`config.mk`:
```
export PLATFORM = sky130hd
export DESIGN_NAME = fpnc_front
export DESIGN_NICKNAME = d
export VERILOG_FILES = /design/src/hdl/fpnc_pkg.sv /design/src/hdl/fpnc_front.sv
export SDC_FILE = /design/constraint.sdc
export NUM_CORES = 1
export LEC_CHECK = 0
export BUFFER_PORTS_ARGS = -buffer_cell sky130_fd_sc_hd__buf_4
export CORE_AREA = 2 2 89 112
export CTS_CLUSTER_DIAMETER = 150
export DETAILED_ROUTE_END_ITERATION = 10
export DIE_AREA = 0 0 91 114
export MAX_ROUTING_LAYER = met4
export PLACE_DENSITY = 0.5
export SETUP_SLACK_MARGIN = 0.15
export SLEW_MARGIN = 5
export SYNTH_ARGS = -nofsm -noshare
export SYNTH_HDL_FRONTEND = slang
export SYNTH_SLANG_ARGS = --single-unit
```
`constraint.sdc`:
```
create_clock -name clk -period 6.3 [get_ports clk]
set_input_delay 1.26 -clock clk [delete_from_list [all_inputs] [get_ports clk]]
set_output_delay 1.26 -clock clk [all_outputs]
set_load 0.05 [all_outputs]
```
`src/hdl/fpnc_pkg.sv`:
```
// Shared types and constants for the Fitch parsimony node-cost engine.
package fpnc_pkg;

	localparam int DEF_MAX_NODES = 32;
	localparam int DEF_MAX_SITES = 256;

	localparam int NODE_FW  = 5;
	localparam int SITE_FW  = 8;
	localparam int SET_W    = 4;
	localparam int COST_W   = 16;
	localparam int NSITES_W = 9;

	localparam logic [COST_W-1:0] COST_MAX = '1;

	// request opcodes carried in the mode field
	localparam logic MODE_LOAD    = 1'b0;
	localparam logic MODE_COMBINE = 1'b1;

	// command queue between front and back
	localparam int QDEPTH = 2;

	typedef struct packed {
		logic               mode;
		logic [NODE_FW-1:0] node;
		logic [NODE_FW-1:0] left_child;
		logic [NODE_FW-1:0] right_child;
		logic [SITE_FW-1:0] site;
		logic [SET_W-1:0]   site_set;
	} fpnc_req_t;

	typedef struct packed {
		logic [NODE_FW-1:0] result_node;
		logic [COST_W-1:0]  node_cost;
	} fpnc_res_t;

	typedef struct packed {
		logic      valid;
		fpnc_req_t cmd;
	} fpnc_q2b_t;

endpackage

```
`src/hdl/fpnc_front.sv`:
```
// Request intake: range filter and a short command queue toward the back end.
module fpnc_front
	import fpnc_pkg::*;
#(
	parameter int MAX_NODES = DEF_MAX_NODES,
	parameter int MAX_SITES = DEF_MAX_SITES
) (
	input  logic      clk,
	input  logic      arst_n,
	input  logic      start,
	output logic      busy,
	input  fpnc_req_t request,
	output fpnc_q2b_t q2b,
	input  logic      pop
);

	localparam int PTR_W = (QDEPTH > 1) ? $clog2(QDEPTH) : 1;
	localparam int CNT_W = $clog2(QDEPTH + 1);

	fpnc_req_t        q_mem [QDEPTH];
	logic [PTR_W-1:0] wr_ptr_q, rd_ptr_q;
	logic [CNT_W-1:0] cnt_q;
	logic             accept, item_ok, push, pop_ok;

	assign busy   = (cnt_q == CNT_W'(QDEPTH));
	assign accept = start && !busy;

	// out-of-range requests are dropped here
	always_comb begin
		item_ok = int'(request.node) < MAX_NODES;
		if (request.mode == MODE_LOAD) begin
			item_ok = item_ok && (int'(request.site) < MAX_SITES);
		end else begin
			item_ok = item_ok && (int'(request.left_child) < MAX_NODES)
				&& (int'(request.right_child) < MAX_NODES);
		end
	end

	assign push   = accept && item_ok;
	assign pop_ok = pop && (cnt_q != '0);

	assign q2b.valid = (cnt_q != '0);
	assign q2b.cmd   = q_mem[rd_ptr_q];

	always_ff @(posedge clk) begin
		if (push) begin
			q_mem[wr_ptr_q] <= request;
		end
	end

	always_ff @(posedge clk or negedge arst_n) begin
		if (!arst_n) begin
			wr_ptr_q <= '0;
			rd_ptr_q <= '0;
			cnt_q    <= '0;
		end else begin
			if (push) begin
				wr_ptr_q <= (wr_ptr_q == PTR_W'(QDEPTH - 1)) ? '0 : wr_ptr_q + 1'b1;
			end
			if (pop_ok) begin
				rd_ptr_q <= (rd_ptr_q == PTR_W'(QDEPTH - 1)) ? '0 : rd_ptr_q + 1'b1;
			end
			if (push && !pop_ok) begin
				cnt_q <= cnt_q + 1'b1;
			end else if (!push && pop_ok) begin
				cnt_q <= cnt_q - 1'b1;
			end
		end
	end

endmodule

```
# Word level (Yosys, flattened, before mapping)
# Memory sizes are Yosys's and may differ from the RTL's.
# Index checks and enable logic that the tools add are counted.
# Widths: inputs -> output; s select.
[op_classes]
n_addsub = 4
n_eq_ne = 1
mux = 6
reduce_logical = 9
[ops]
columns = ["operator", "n"]
rows = [
  ["$logic_and 1x1->1", 4],
  ["$mux 1", 4],
  ["$mux 2", 2],
  ["$reduce_bool 2->1", 2],
  ["$logic_not 1->1", 3],
  ["$add 1x1->1 const B", 2],
  ["$add 2x1->2 const B", 1],
  ["$eq 2x2->1 const B", 1],
  ["$sub 2x1->2 const B", 1],
]
[word_totals]
regBits = 4
ramBits = 56
in_bits = 32
out_inout_bits = 30
elab_cells = 24
mem_count = 1
[mem_list]
columns = ["name", "words", "word_bits", "rd", "rd_ports_with_merged_regs", "wr", "line", "text"]
rows = [
  ["q_mem", 2, 28, 1, 0, 1, "fpnc_front.sv:20", "fpnc_req_t q_mem [QDEPTH];"],
]

# Logic depth before layout (Yosys ltp)
[logic_depth]
ltp_word = 7
depth_mapped = 7

# Worst setup path before layout
# Ideal clock, no wire load.
[synth_timing]
kind = "input to register"
start = "input port start"
end = "memory q_mem[0][0] (netlist name), enable pin"
setup_time_ns = 0.413
arrival_ns = 2.538
required_ns = 5.887
path_slack_ns = 3.349
path_stages = 2
cell_sequence = "nand2_1 nor2_1"
[synth_between]
elab_chain_len = 3
[synth_rtl]
columns = ["element", "line", "text"]
rows = [
  ["start: declaration", "fpnc_front.sv:10", "input logic start,"],
  ["$logic_and 1x1->1", "fpnc_front.sv:26", "assign accept = start && !busy;"],
  ["$mux 1", "fpnc_front.sv:46", "if (push) begin"],
  ["$mux 1 (not written as such)", "fpnc_front.sv:47", "q_mem[wr_ptr_q] <= request;"],
  ["end: declaration", "fpnc_front.sv:20", ""],
]
# Every way passes these cells.

==> impl_results.md <==
* Die area at 0.0104 mm^2
* Maximum vdd drop at 0.000234 V
* H-tree Lvls at 3
* Worst Hold Depth at 1
* Grt ovf at 0
* CP delay by family, top: buffers and inverters
* CTS Hold Bufs at 0
* Clock sink count at 60
* Synth top area share at 0.742
* Clock Tree Root: clkbuf_16
* Fill count at 944
* Slowest CP cell: buf_4
* Post-layout util at 0.335
* Worst-path maximum fanout at 28
* Number of cells on the worst reg-to-reg path at 4
* Fmax achieved at 339 MHz
* CTS resizes at 0
* Final Max Tran Viols at 0
* Final period util at 0.468
* Clock skew at 5.81 ps
* Post-route minimum period at 2950 ps
* Crit path required time at 5040 ps
* Nets@finish at 211
* Worst Max-Slew Pin Slew at 447 ps
* WL final at 4060 um
* GRT Util Overall at 0.0867
* Seq/Total Area, Yosys at 0.786
* CP bufs+invs at 2
* Final setup TNS at 0 ps
* Clock transition at the registers of the reported paths at 50 ps
* Vias in the first global route at 1244
* Mapped Avg Cell Area at 21.4 um^2
* Commonest non-fill, non-tap cell in the layout: buf_4
* CTS tree: yes
* Critical path capture point type: primary output
* CTS buffer count at 9
* Max cap viols at 0
* Cells after Synth at 106
* Area Overhead vs Synth at 39.2%
* Hold/Removal Path Class: reg -> reg
* Worst EP arrival at 1690 ps
* First-pass GRT wire length at 6290 um
* Final std cells w/o fill at 308
* Routability congestion estimate at 0.650
* Fraction of layout cells with a size suffix above 1 at 0.588
* DP Area at 0.00287 mm^2
* DRC violations left at 0
* Leakage at 1.22 nW
* Drt wl/cell at 13.2 um
* Most frequent cells in the layout: buf_4, edfxtp_1, mux2_2
* RSZ-0062 raised after global routing: false
* DR vias/cell at 3.82
* Die W at 91 um
* Critical Path Stages at 3
* Clk_lat worst skew at 320 ps
* CP Cell Sequence: buf_4, mux2_2, buf_4
* IO Port Bufs at 61
* Core ar. at 0.00941 mm^2
* Most common cell on crit path: buf_4
* Cell area after layout at 0.00315 mm^2
* Max stage delay on crit path at 410 ps
* Setup CP Type: reg -> out
* Post-CTS Setup Inserts at 0
* Detailed Route Iter0 Violations at 42
* Initial core utilization at 0.241
* Ant diodes at 0
* Placed cell count at 293
* Yosys warns at 0
* Power per Cell Area at 562 mW/mm^2
* Initial antenna violation count at 0
* Routed vias at 1176
* Largest net degree at the start of global routing at 29
* Synth area leaders: edfxtp_1, mux2_2, mux2_4
* Netlist cell types at 16
* Num ports at 62
* Antenna viol nets, final at 0
* Final setup violation count at 0
* DRT Pass-1 Iters at 4
* Final hold vios at 0
* Chip height at 114 um
* Worst setup SP type: flip-flop
* Slew headroom at 0.702
* Mapped Nets at 139
* Synth area leader: edfxtp_1
* CTS Buffer Depth at 2
* Num rows at 40
* Post-DP HPWL at 2510 um
* Status: completed
* Cell Area, Synth at 0.00227 mm^2
* Register bit count reported by yosys at 60
-- synth_stat cells (all sizes together) --
cell type / n
nand2: 2
edfxtp: 56
buf: 3
ha: 1
or2: 1
mux2: 28
xor2: 2
nor2: 2
nand2b: 1
inv: 2
xnor2: 3
dfrtp: 4
and3: 1
-- cell type report --
type / instances / area (um^2) / share of cell area
Clock inverter: 6 / 56.3 / 0.0179
Multi-Input combinational cell: 41 / 445 / 0.141
Inverter: 2 / 7.51 / 0.00238
Sequential cell: 60 / 1780 / 0.565
Timing Repair Buffer: 64 / 480 / 0.152
Clock buffer: 9 / 225 / 0.0714
Tap cell: 126 / 158 / 0.0500
-- layer usage --
layer  part of all wire  up-vias  track usage
li1                   -      547            -
met1               0.42      579       0.0913
met2               0.49       44        0.132
met3              0.066        6       0.0436
met4              0.016        0       0.0485
met5                  0        -            -
-- worst register-to-register path, cell delays in order, from the launching register on --
cell and delay (ps):
dfrtp_1 400, nand2b_1 170, nand2_1 120, nor2_2 90
buf_4 380
-- logic make-up (layout without fill, tap and decap cells) --
kind of cell / count (synthesis) / count (layout) / share of synthesized area
fa+ha+maj: 1 / 1 / 0.00552
buf+inv: 5 / 81 / 0.0182
flops: 60 / 60 / 0.786
mux: 28 / 28 / 0.156
simple gates: 7 / 7 / 0.0149
xor+xnor: 5 / 5 / 0.0193
-- report_power, final --
group | total (W) | internal [W] | switching, W
sequential | 0.000576 | 0.000549 | 0.0000271
clock | 0.000458 | 0.000299 | 0.000159
combinational | 0.000740 | 0.000256 | 0.000483
-- per-stage QoR --
stage | setup WS (ps) | power [W] | hold WS, ps
after floorplan | 3350 | 0.00114 | 456
after global placement | 3660 | 0.00134 | 461
after detailed placement | 3640 | 0.00134 | 470
after CTS | 3290 | 0.00180 | 476
after global routing | 3250 | 0.00186 | 485
final | 3350 | 0.00177 | 470
-- path summary, 6_finish.rpt --
check,from,end,slack (ps)
min in group asynchronous,arst_n,cnt_q[1],730
min reg2reg,rd_ptr_q,rd_ptr_q,470
max in group asynchronous,arst_n,wr_ptr_q,5470
max,rd_ptr_q,q2b[11],3350
max reg2reg,cnt_q[0],q_mem[0][23],4780
min,rd_ptr_q,rd_ptr_q,470
-- flip-flops by register name, summed over array words and instances (netlist names) --
register,count
q_mem,56
wr_ptr_q,1
rd_ptr_q,1
cnt_q,2
Note: power is estimated with default switching activity, not from simulation.
